[src/sv/lpd_pkg.sv]
// types and constants shared by the length-prefixed deframer modules
package lpd_pkg;

	typedef struct packed {
		logic [7:0] in_byte;
		logic       chunk_end;
	} in_item_t;

	typedef struct packed {
		logic [7:0] out_byte;
		logic       msg_last;
		logic       was_rewritten;
	} out_item_t;

	typedef struct packed {
		logic [15:0] max_len;
		logic [15:0] relay_port;
		logic        rewrite_enable;
	} cfg_t;

	localparam int unsigned CFG_DATA_W  = 16;
	localparam int unsigned CFG_INDEX_W = 2;

	localparam logic [CFG_INDEX_W-1:0] REG_MAX_LEN        = 2'd0;
	localparam logic [CFG_INDEX_W-1:0] REG_RELAY_PORT     = 2'd1;
	localparam logic [CFG_INDEX_W-1:0] REG_REWRITE_ENABLE = 2'd2;

	localparam logic [15:0] MAX_LEN_RST        = 16'hffff;
	localparam logic [15:0] RELAY_PORT_RST     = 16'h0000;
	localparam logic        REWRITE_ENABLE_RST = 1'b1;

	localparam logic [7:0]  ACCEPT_CODE    = 8'h81;
	localparam logic [15:0] MIN_ACCEPT_LEN = 16'd9;

endpackage

[src/sv/lpd_cfg.sv]
// configuration register file of the deframer
module lpd_cfg
	import lpd_pkg::*;
(
	input  logic                   clk,
	input  logic                   arst_n,
	input  logic                   cfg_wr_en,
	input  logic [CFG_INDEX_W-1:0] cfg_index,
	input  logic [CFG_DATA_W-1:0]  cfg_data,
	output cfg_t                   cfg
);

	cfg_t cfg_q;

	always_ff @(posedge clk or negedge arst_n) begin
		if (!arst_n) begin
			cfg_q.max_len        <= MAX_LEN_RST;
			cfg_q.relay_port     <= RELAY_PORT_RST;
			cfg_q.rewrite_enable <= REWRITE_ENABLE_RST;
		end else if (cfg_wr_en) begin
			unique case (cfg_index)
				REG_MAX_LEN: begin
					cfg_q.max_len <= cfg_data;
				end
				REG_RELAY_PORT: begin
					cfg_q.relay_port <= cfg_data;
				end
				REG_REWRITE_ENABLE: begin
					cfg_q.rewrite_enable <= cfg_data[0];
				end
				default: begin
				end
			endcase
		end
	end

	assign cfg = cfg_q;

endmodule

[src/sv/lpd_core.sv]
// framing state machine and port rewrite logic, one item per cycle while fire is high
module lpd_core
	import lpd_pkg::*;
(
	input  logic      clk,
	input  logic      arst_n,
	input  logic      fire,
	input  in_item_t  item,
	input  cfg_t      cfg,
	output logic      res_valid,
	output out_item_t res
);

	localparam logic [1:0] PH_LEN_HI  = 2'd0;
	localparam logic [1:0] PH_LEN_LO  = 2'd1;
	localparam logic [1:0] PH_PAYLOAD = 2'd2;
	localparam logic [1:0] PH_DISCARD = 2'd3;

	localparam logic [15:0] IDX_CTL     = 16'd0;
	localparam logic [15:0] IDX_HLEN_HI = 16'd2;
	localparam logic [15:0] IDX_HLEN_LO = 16'd3;
	localparam logic [15:0] IDX_CODE    = 16'd4;
	localparam logic [15:0] IDX_PORT_LO = 16'd5;
	localparam logic [15:0] IDX_PORT_HI = 16'd6;
	localparam logic [15:0] IDX_ZERO_A  = 16'd7;
	localparam logic [15:0] IDX_ZERO_B  = 16'd8;

	logic [1:0]  phase_q, phase_d;
	logic [15:0] msg_length_q, msg_length_d;
	logic [15:0] byte_index_q, byte_index_d;
	logic        ctl_flag_seen_q, ctl_flag_seen_d;
	logic [15:0] header_length_q, header_length_d;
	logic        rewrite_active_q, rewrite_active_d;
	logic [15:0] len_full;
	logic        last;

	always_comb begin
		phase_d          = phase_q;
		msg_length_d     = msg_length_q;
		byte_index_d     = byte_index_q;
		ctl_flag_seen_d  = ctl_flag_seen_q;
		header_length_d  = header_length_q;
		rewrite_active_d = rewrite_active_q;
		res_valid        = 1'b0;
		res.out_byte      = item.in_byte;
		res.msg_last      = 1'b0;
		res.was_rewritten = 1'b0;
		len_full = {msg_length_q[15:8], item.in_byte};
		last = ({1'b0, byte_index_q} + 17'd1) >= {1'b0, msg_length_q};

		unique case (phase_q)
			PH_LEN_HI: begin
				msg_length_d = {item.in_byte, 8'h00};
				phase_d      = PH_LEN_LO;
			end
			PH_LEN_LO: begin
				msg_length_d = len_full;
				if (len_full == 16'd0 || len_full > cfg.max_len) begin
					if (item.chunk_end) begin
						phase_d          = PH_LEN_HI;
						byte_index_d     = 16'd0;
						ctl_flag_seen_d  = 1'b0;
						header_length_d  = 16'd0;
						rewrite_active_d = 1'b0;
					end else begin
						phase_d = PH_DISCARD;
					end
				end else begin
					phase_d          = PH_PAYLOAD;
					byte_index_d     = 16'd0;
					ctl_flag_seen_d  = 1'b0;
					header_length_d  = 16'd0;
					rewrite_active_d = 1'b0;
				end
			end
			PH_DISCARD: begin
				if (item.chunk_end) begin
					phase_d          = PH_LEN_HI;
					byte_index_d     = 16'd0;
					ctl_flag_seen_d  = 1'b0;
					header_length_d  = 16'd0;
					rewrite_active_d = 1'b0;
				end
			end
			PH_PAYLOAD: begin
				res_valid    = 1'b1;
				res.msg_last = last;
				unique case (byte_index_q)
					IDX_CTL: begin
						ctl_flag_seen_d = item.in_byte[7];
					end
					IDX_HLEN_HI: begin
						header_length_d = {item.in_byte, 8'h00};
					end
					IDX_HLEN_LO: begin
						header_length_d = {header_length_q[15:8], item.in_byte};
					end
					IDX_CODE: begin
						rewrite_active_d = cfg.rewrite_enable
							&& (msg_length_q >= MIN_ACCEPT_LEN)
							&& ctl_flag_seen_q
							&& (header_length_q >= MIN_ACCEPT_LEN)
							&& (item.in_byte == ACCEPT_CODE);
					end
					IDX_PORT_LO: begin
						if (rewrite_active_q) begin
							res.was_rewritten = 1'b1;
							res.out_byte      = cfg.relay_port[7:0];
						end
					end
					IDX_PORT_HI: begin
						if (rewrite_active_q) begin
							res.was_rewritten = 1'b1;
							res.out_byte      = cfg.relay_port[15:8];
						end
					end
					IDX_ZERO_A, IDX_ZERO_B: begin
						if (rewrite_active_q) begin
							res.was_rewritten = 1'b1;
							res.out_byte      = 8'h00;
						end
					end
					default: begin
					end
				endcase
				if (last) begin
					phase_d          = PH_LEN_HI;
					byte_index_d     = 16'd0;
					ctl_flag_seen_d  = 1'b0;
					header_length_d  = 16'd0;
					rewrite_active_d = 1'b0;
				end else begin
					byte_index_d = byte_index_q + 16'd1;
				end
			end
			default: begin
			end
		endcase
	end

	always_ff @(posedge clk or negedge arst_n) begin
		if (!arst_n) begin
			phase_q          <= PH_LEN_HI;
			msg_length_q     <= 16'd0;
			byte_index_q     <= 16'd0;
			ctl_flag_seen_q  <= 1'b0;
			header_length_q  <= 16'd0;
			rewrite_active_q <= 1'b0;
		end else if (fire) begin
			phase_q          <= phase_d;
			msg_length_q     <= msg_length_d;
			byte_index_q     <= byte_index_d;
			ctl_flag_seen_q  <= ctl_flag_seen_d;
			header_length_q  <= header_length_d;
			rewrite_active_q <= rewrite_active_d;
		end
	end

endmodule

[src/sv/length_prefixed_deframer_port_rewrite.sv]
// Length-prefixed byte deframer with accept-reply port rewrite. Bytes enter on
// in_valid/in_stall, payload bytes leave on out_valid/out_stall; length bytes and
// discarded bytes produce no output item. One byte is taken every cycle: an input
// register feeds the framing state machine, whose result lands in an output
// register, so a result item passes through the input register and then the
// output register before it is presented, and the input stalls only while the
// output register is full and held. Configuration writes must be made while no
// byte is in flight.
module length_prefixed_deframer_port_rewrite
	import lpd_pkg::*;
(
	input  logic                   clk,
	input  logic                   arst_n,
	input  logic                   in_valid,
	output logic                   in_stall,
	input  in_item_t               in_item,
	output logic                   out_valid,
	input  logic                   out_stall,
	output out_item_t              out_item,
	input  logic                   cfg_wr_en,
	input  logic [CFG_INDEX_W-1:0] cfg_index,
	input  logic [CFG_DATA_W-1:0]  cfg_data
);

	cfg_t      cfg;
	in_item_t  item_s1;
	logic      valid_s1;
	out_item_t res;
	logic      res_valid;
	out_item_t out_q;
	logic      out_valid_q;
	logic      adv;
	logic      fire;
	logic      in_acc;

	assign adv      = !out_valid_q || !out_stall;
	assign fire     = valid_s1 && adv;
	assign in_stall = valid_s1 && !adv;
	assign in_acc   = in_valid && !in_stall;

	lpd_cfg u_cfg (
		.clk       (clk),
		.arst_n    (arst_n),
		.cfg_wr_en (cfg_wr_en),
		.cfg_index (cfg_index),
		.cfg_data  (cfg_data),
		.cfg       (cfg)
	);

	lpd_core u_core (
		.clk       (clk),
		.arst_n    (arst_n),
		.fire      (fire),
		.item      (item_s1),
		.cfg       (cfg),
		.res_valid (res_valid),
		.res       (res)
	);

	always_ff @(posedge clk or negedge arst_n) begin
		if (!arst_n) begin
			valid_s1 <= 1'b0;
		end else if (in_acc) begin
			valid_s1 <= 1'b1;
		end else if (adv) begin
			valid_s1 <= 1'b0;
		end
	end

	always_ff @(posedge clk) begin
		if (in_acc) begin
			item_s1 <= in_item;
		end
	end

	always_ff @(posedge clk or negedge arst_n) begin
		if (!arst_n) begin
			out_valid_q <= 1'b0;
		end else if (adv) begin
			out_valid_q <= fire && res_valid;
		end
	end

	always_ff @(posedge clk) begin
		if (fire && res_valid) begin
			out_q <= res;
		end
	end

	assign out_valid = out_valid_q;
	assign out_item  = out_q;

endmodule

[config.mk]
export PLATFORM = sky130hd
export DESIGN_NAME = length_prefixed_deframer_port_rewrite
export DESIGN_NICKNAME = d
export VERILOG_FILES = /design/src/sv/lpd_pkg.sv /design/src/sv/lpd_cfg.sv /design/src/sv/lpd_core.sv /design/src/sv/length_prefixed_deframer_port_rewrite.sv
export SDC_FILE = /design/constraint.sdc
export NUM_CORES = 1
export LEC_CHECK = 0
export ABC_AREA = 0
export BUFFER_PORTS_ARGS = -buffer_cell sky130_fd_sc_hd__clkbuf_2
export CAP_MARGIN = 20
export CORE_MARGIN = 10
export CORE_UTILIZATION = 60
export CTS_BUF_LIST = sky130_fd_sc_hd__clkbuf_8
export CTS_CLUSTER_SIZE = 20
export DETAILED_ROUTE_END_ITERATION = 16
export GPL_TIMING_DRIVEN = 0
export PLACE_DENSITY = 0.85
export SETUP_SLACK_MARGIN = 0.15
export SLEW_MARGIN = 20
export SYNTH_ARGS = -nofsm -noshare
export SYNTH_HDL_FRONTEND = slang
export SYNTH_HIERARCHICAL = 1
export SYNTH_SLANG_ARGS = --single-unit
[constraint.sdc]
create_clock -name clk -period 4.2 [get_ports clk]
set_clock_uncertainty 0.15 [all_clocks]
set_input_delay 0.84 -clock clk [delete_from_list [all_inputs] [get_ports clk]]
set_output_delay 0.84 -clock clk [all_outputs]
set_load 0.05 [all_outputs]
After elaboration in Yosys (flattened, before gate mapping)
Cells that the tools add are included.
- $add $sub $neg: 2
- magnitude comparators: 4
- equality and inequality tests: 20
- mux-type cells: 35
- bitwise operators: 1
- reductions and logical operators: 35
- operator list (operator ; count):
    16-bit 2-to-1 mux ; 6
    16-bit case mux with 3 select lines ; 2
    16-bit by 3-bit == test with 1-bit output, second input constant ; 4
    16-bit case mux with 2 select lines ; 2
    16-bit by 2-bit == test with 1-bit output, second input constant ; 2
    16-bit by 4-bit greater-or-equal comparator with 1-bit output, second input constant ; 2
    16-bit logical NOT ; 2
    8-bit 2-to-1 mux ; 3
    8-bit case mux with 3 select lines ; 1
    16-bit by 1-bit adder with 17-bit output, second input constant ; 1
    17-bit by 16-bit greater-or-equal comparator with 1-bit output ; 1
    16-bit by 1-bit adder with 16-bit output, second input constant ; 1
    16-bit by 4-bit == test with 1-bit output, second input constant ; 1
    16-bit greater-than comparator ; 1
    3-bit AND reduction ; 5
    1-bit 2-to-1 mux ; 13
    3-bit by 2-bit != test with 1-bit output, second input constant ; 4
    2-bit AND reduction ; 6
    10-bit 2-to-1 mux ; 1
    8-bit == test, second input constant ; 1
    1-bit logical AND ; 8
    2-bit 2-to-1 mux ; 4
    2-bit case mux with 4 select lines ; 1
    2-bit == test, second input constant ; 3
    other kinds (14) ; 22
- bits in registers: 106
- input bits: 32
- output and inout bits: 12
- word-level logic and storage cells: 115

Depth between registers and ports, before layout
- depth in word-level cells: 8
- mapped depth: 16

Hierarchy
The synthesis kept the hierarchy.
- by module, submodules not included (module ; instances ; cells an instance ; area an instance (um2)):
    lpd_core ; 1 ; 436 ; 3678.5
    lpd_cfg ; 1 ; 71 ; 1275.0
    length_prefixed_deframer_port_rewrite ; 1 ; 30 ; 669.4

Least setup slack after synthesis
No wires, ideal clock.
- path kind: flip-flop to flip-flop
- from: reg u_core.byte_index_q[0]
- to: reg u_core.ctl_flag_seen_q
- library setup time: 0.124 ns
- data arrival time: 3.345 ns
- required time: 3.926 ns
- setup slack: 0.581 ns
- cell stages (with the launch flop): 16
- period minus slack after synthesis: 3.619 ns
- path through: dfrtp_1 > ha_1 > clkbuf_1 > nand4_1 > nor2_1 > nand3_1 > or3_1 > nand2_1 > ha_1 > o21ai_0 > o21ai_0 > a221oi_1 > o211ai_1 > a21oi_1 > a211oi_1 > a211o_1
- cells in the longest elaborated chain, start to end: 4
- ends and longest elaborated chain (what ; line ; RTL):
    from (decl) ; lpd_core.sv:30 ; logic [15:0] byte_index_q, byte_index_d;
    from (signal assigned) ; lpd_core.sv:152 ; byte_index_q <= byte_index_d;
    16-bit by 1-bit adder with 17-bit output ; lpd_core.sv:49 ; last = ({1'b0, byte_index_q} + 17'd1) >= {1'b0, msg_length_q};
    17-bit by 16-bit greater-or-equal comparator with 1-bit output ; lpd_core.sv:49 ;
    3-bit by 2-bit != test with 1-bit output (no source line) or 1-bit 2-to-1 mux (tied branches) ; - ;
    3-bit AND reduction (no source line) or 1-bit case mux with 3 select lines (tied branches) ; - ;
    to (signal assigned) ; lpd_core.sv:153 ; ctl_flag_seen_q <= ctl_flag_seen_d;
    to (decl) ; lpd_core.sv:31 ; logic ctl_flag_seen_q, ctl_flag_seen_d;
Parallel ways exist; a longest one is shown, timed or not.
A chain may end at the register's enable or synchronous reset.

Worst setup path in the final report
- from: reg u_core.byte_index_q[0]
- to: reg u_core.byte_index_q[13]
- cells in the longest elaborated chain, start to end: 4
- ends and longest elaborated chain (what ; line ; RTL):
    16-bit by 1-bit adder with 17-bit output ; lpd_core.sv:49 ;
    17-bit by 16-bit greater-or-equal comparator with 1-bit output ; lpd_core.sv:49 ;
    16-bit 2-to-1 mux (*) ; lpd_core.sv:126 ; if (last) begin
    16-bit case mux with 3 select lines (*) ; lpd_core.sv:51 ; unique case (phase_q)
Every way passes the cells marked *; elsewhere a longest branch is shown, timed or not.

==> key figures <==
Run status
  – Run status: finished, final reports clean

Drt
  – TritonRoute pass-1 iters: 5
  – WL/cell: 19.1 µm
  – DRT iter0 DRCs: 593
  – ANT nets after route: 0
  – Vias/cell: 6.28
  – Drt drc: 0
  – Vias: 4,489
  – WL final: 13,600 µm

Synthesis
  – FFs w/ async S/R, synth: 82.1%
  – Synth Register Bits: 106
  – Synth area leader: dfrtp_1
  – Synth top area cells: dfrtp_1 31%, edfxtp_1 10%, ha_1 8.0%, dfstp_2 7.9%, mux2_2 6.6%
  – Post-synth cell types: 52
  – Post-Synthesis Cells: 537
  – Post-synth EDFFs: 19
  – Ys Warns: 6
  – Register area share after synthesis: 49.2%
  – Mapped Avg Cell Area: 10.5 µm²
  – Top-area cell type share of the netlist area: 31.2%
  – Main synth FF type: dfrtp_1
  – Syn_nets: 605
  – Mapped Area: 0.00562 mm²

Power and ir drop
  – Pwr/cell area: 511 mW/mm²
  – Static Leakage: 2.89 nW
  – VDD IR max: 0.289 mV

Finish
  – Layout cells sized above 1: 23.8%
  – Fillers: 641
  – # nets final: 667
  – Synthesis-to-layout area growth: 12.0%
  – Most frequent cells in the layout: 68 x dfrtp_1, 57 x nand2_1, 46 x o21ai_0
  – Commonest non-fill, non-tap cell in the layout: dfrtp_1
  – Post-layout util: 68.5%
  – Antenna diodes: 0

Global route
  – Initial antenna violation count: 0
  – Global route overflow: 0
  – GRT Overall Usage: 20.8%
  – Vias in the first global route: 4,480
  – Largest net degree at the start of global routing: 54
  – First-pass GRT wire length: 22,300 µm

Setup path
  – WP buf/inv: 3
  – Req. time, crit path: 4.31 ns
  – CP Data Arrival Time: 3.98 ns
  – Critical path's top delay family: simple AND/OR/NAND/NOR gates
  – WS Path Type: reg -> reg
  – Startpoint types: register
  – Slowest cell delay on critical path: 0.44 ns
  – Slowest library cell on the worst path: dfrtp_2
  – Worst Setup End Kind: register
  – Critical-path cell list: ha_1 > clkbuf_2 > nand4_1 > nor2_4 > nand3_2 > or3_1 > nand2_1 > ha_1 > nand4_1 > o41ai_2 > a221oi_2 > buf_4 > o211a_1 > clkbuf_4 > and2_1 > o21ai_0 > o31ai_1
  – CP Max Fanout: 10

Clock network
  – CTS tree: built
  – Clk_lat worst skew: 0.37 ns
  – Max H-tree Level: 3
  – Clock transition at path regs: 0.11 ns
  – Clk root buf: clkbuf_8
  – Cts bufs inserted: 9
  – Clk buf depth: 2
  – CTS Sinks: 106

STA
  – Final Max Tran Viols: 0
  – Crit share post-route: 92.1%
  – Worst-Margin Slew: 0.866 ns
  – Headroom to the max-slew limit: 42.2%
  – Setup violations, final: 0
  – Final min period: 3.87 ns
  – Min Hold Slack: 0.291 ns
  – Peak Freq: 0.258 GHz
  – Unrepaired setup endpoints after global routing: yes
  – Hold Violations, Final: 0

Floorplanning
  – Die width: 117 µm
  – Rows: 35
  – Core box area: 0.00920 mm²
  – Die area: 0.0136 mm²
  – Die Y: 117 µm
  – Initial Util: 61.1%
  – I/O pin count: 44

Worst hold path
  – Hold Crit Class: in -> async

Job
  – MaxCap Viol Count: 0

Placement
  – Placer Congestion: 0.925
  – Post-detail-place hpwl: 9800 µm
  – IO Port Bufs: 43
==> report_power, final <==
part,switching (W),leakage (nW),internal (W)
clock network,0.000367,0.0883,0.000239
logic,0.000743,1.54,0.000435
registers,0.000168,1.27,0.00127
==> per-stage QoR <==
step	std cells	TNS (ns)	setup slack [ns]	instance area [µm²]	total power [W]
after detailed placement	692	-3.94	-0.214	6010	0.00257
after global routing	715	0	0.0947	6300	0.00342
after global placement	691	-3.13	-0.180	5980	0.00250
after CTS	708	0	0.160	6210	0.00319
after floorplan	537	0	0.581	5620	0.00224
final	715	0	0.330	6300	0.00322
==> final timing paths <==
kind                                                        start                                endpoint  slack [ns]  cells past startpoint
max                            u_core/byte_index_q[0]$_DFFE_PN0P_     u_core/byte_index_q[13]$_DFFE_PN0P_        0.33                     17
min                                                        arst_n  u_core/header_length_q[13]$_DFFE_PN0P_        0.29                      1
max reg2reg                    u_core/byte_index_q[0]$_DFFE_PN0P_     u_core/byte_index_q[13]$_DFFE_PN0P_        0.33                     17
min reg2reg                u_core/header_length_q[15]$_DFFE_PN0P_  u_core/header_length_q[15]$_DFFE_PN0P_        0.37                      1
max in group asynchronous                                  arst_n               u_cfg/cfg[27]$_DFFE_PN1P_        2.92                      2
min in group clk           u_core/header_length_q[15]$_DFFE_PN0P_  u_core/header_length_q[15]$_DFFE_PN0P_        0.37                      1
==> flip-flops by register name, indices dropped and copies added (netlist names) <==
signal	flops
valid_s1	1
out_valid	1
u_cfg/cfg	33
u_core/msg_length_q	16
item_s1	9
out_item	10
u_core/byte_index_q	16
u_core/phase_q	2
u_core/rewrite_active_q	1
u_core/header_length_q	16
u_core/ctl_flag_seen_q	1
==> Yosys cell counts (3+ instances only) <==
cell type / n
nand3_1: 14
xor2_1: 5
dfrtp_1: 70
o31ai_1: 8
o21a_1: 4
a21o_1: 4
and2_1: 12
buf_2: 5
nor2_1: 14
nand2b_1: 3
o41ai_1: 3
a21oi_1: 20
nor3_1: 9
nand2_1: 57
inv_1: 40
a22o_1: 20
and3_1: 3
a22oi_1: 7
o21ai_0: 47
o211ai_1: 3
ha_1: 36
a211oi_1: 6
clkbuf_1: 16
edfxtp_1: 19
mux2_2: 33
nand4_1: 10
nor2b_1: 4
dfstp_2: 17
nor4_1: 11
or3_1: 3
xnor2_1: 8
==> timing repair <==
| action | CTS | global route |
|---|---|---|
| pin swaps | 0 | 4 |
| gates cloned | 0 | 0 |
| resized for setup | 5 | 11 |
| endpoints found under the setup margin | 35 | 35 |
| endpoints found under the hold margin | 0 | 0 |
| setup buffers | 0 | 7 |
| hold buffers | 0 | 0 |
==> routing by layer <==
layer  GRT usage, %  wire length [µm]  part of all wire (%)
met1           26.3              5490                    40
met2           34.6              6790                    50
met3           4.79              1070                   7.9
met4           6.51               295                   2.2
met5              0                 0                     0
==> cell families after synthesis <==
| family | Yosys count | share of synthesized area, % |
|---|---|---|
| adder cells (fa/ha/maj) | 36 | 8.01 |
| AO/OA/AOI/OAI | 136 | 16.1 |
| buffers and inverters | 65 | 4.74 |
| XOR/XNOR | 13 | 2.02 |
| AND/OR/NAND/NOR | 148 | 13.2 |
| multiplexers | 33 | 6.61 |
| flip-flops | 106 | 49.2 |
==> worst register-to-register path, stage by stage (launching register included) <==
cell	delay (ns)
dfrtp_2	0.44
ha_1	0.17
clkbuf_2	0.22
nand4_1	0.18
nor2_4	0.23
nand3_2	0.15
or3_1	0.40
nand2_1	0.09
ha_1	0.13
nand4_1	0.16
o41ai_2	0.36
a221oi_2	0.06
buf_4	0.16
o211a_1	0.21
clkbuf_4	0.23
and2_1	0.18
o21ai_0	0.14
o31ai_1	0.09
==> cell type report <==
class / instances / area, µm² / area share, %
buffer: 25 / 121 / 1.93
clock buffer: 10 / 138 / 2.18
clock inverter: 6 / 50.0 / 0.794
inverter: 40 / 150 / 2.38
multi-input combinational: 366 / 2630 / 41.8
sequential: 106 / 2770 / 44.0
tap: 111 / 139 / 2.20
timing repair buffer: 51 / 298 / 4.73
Power figures use the tool's default switching activity.
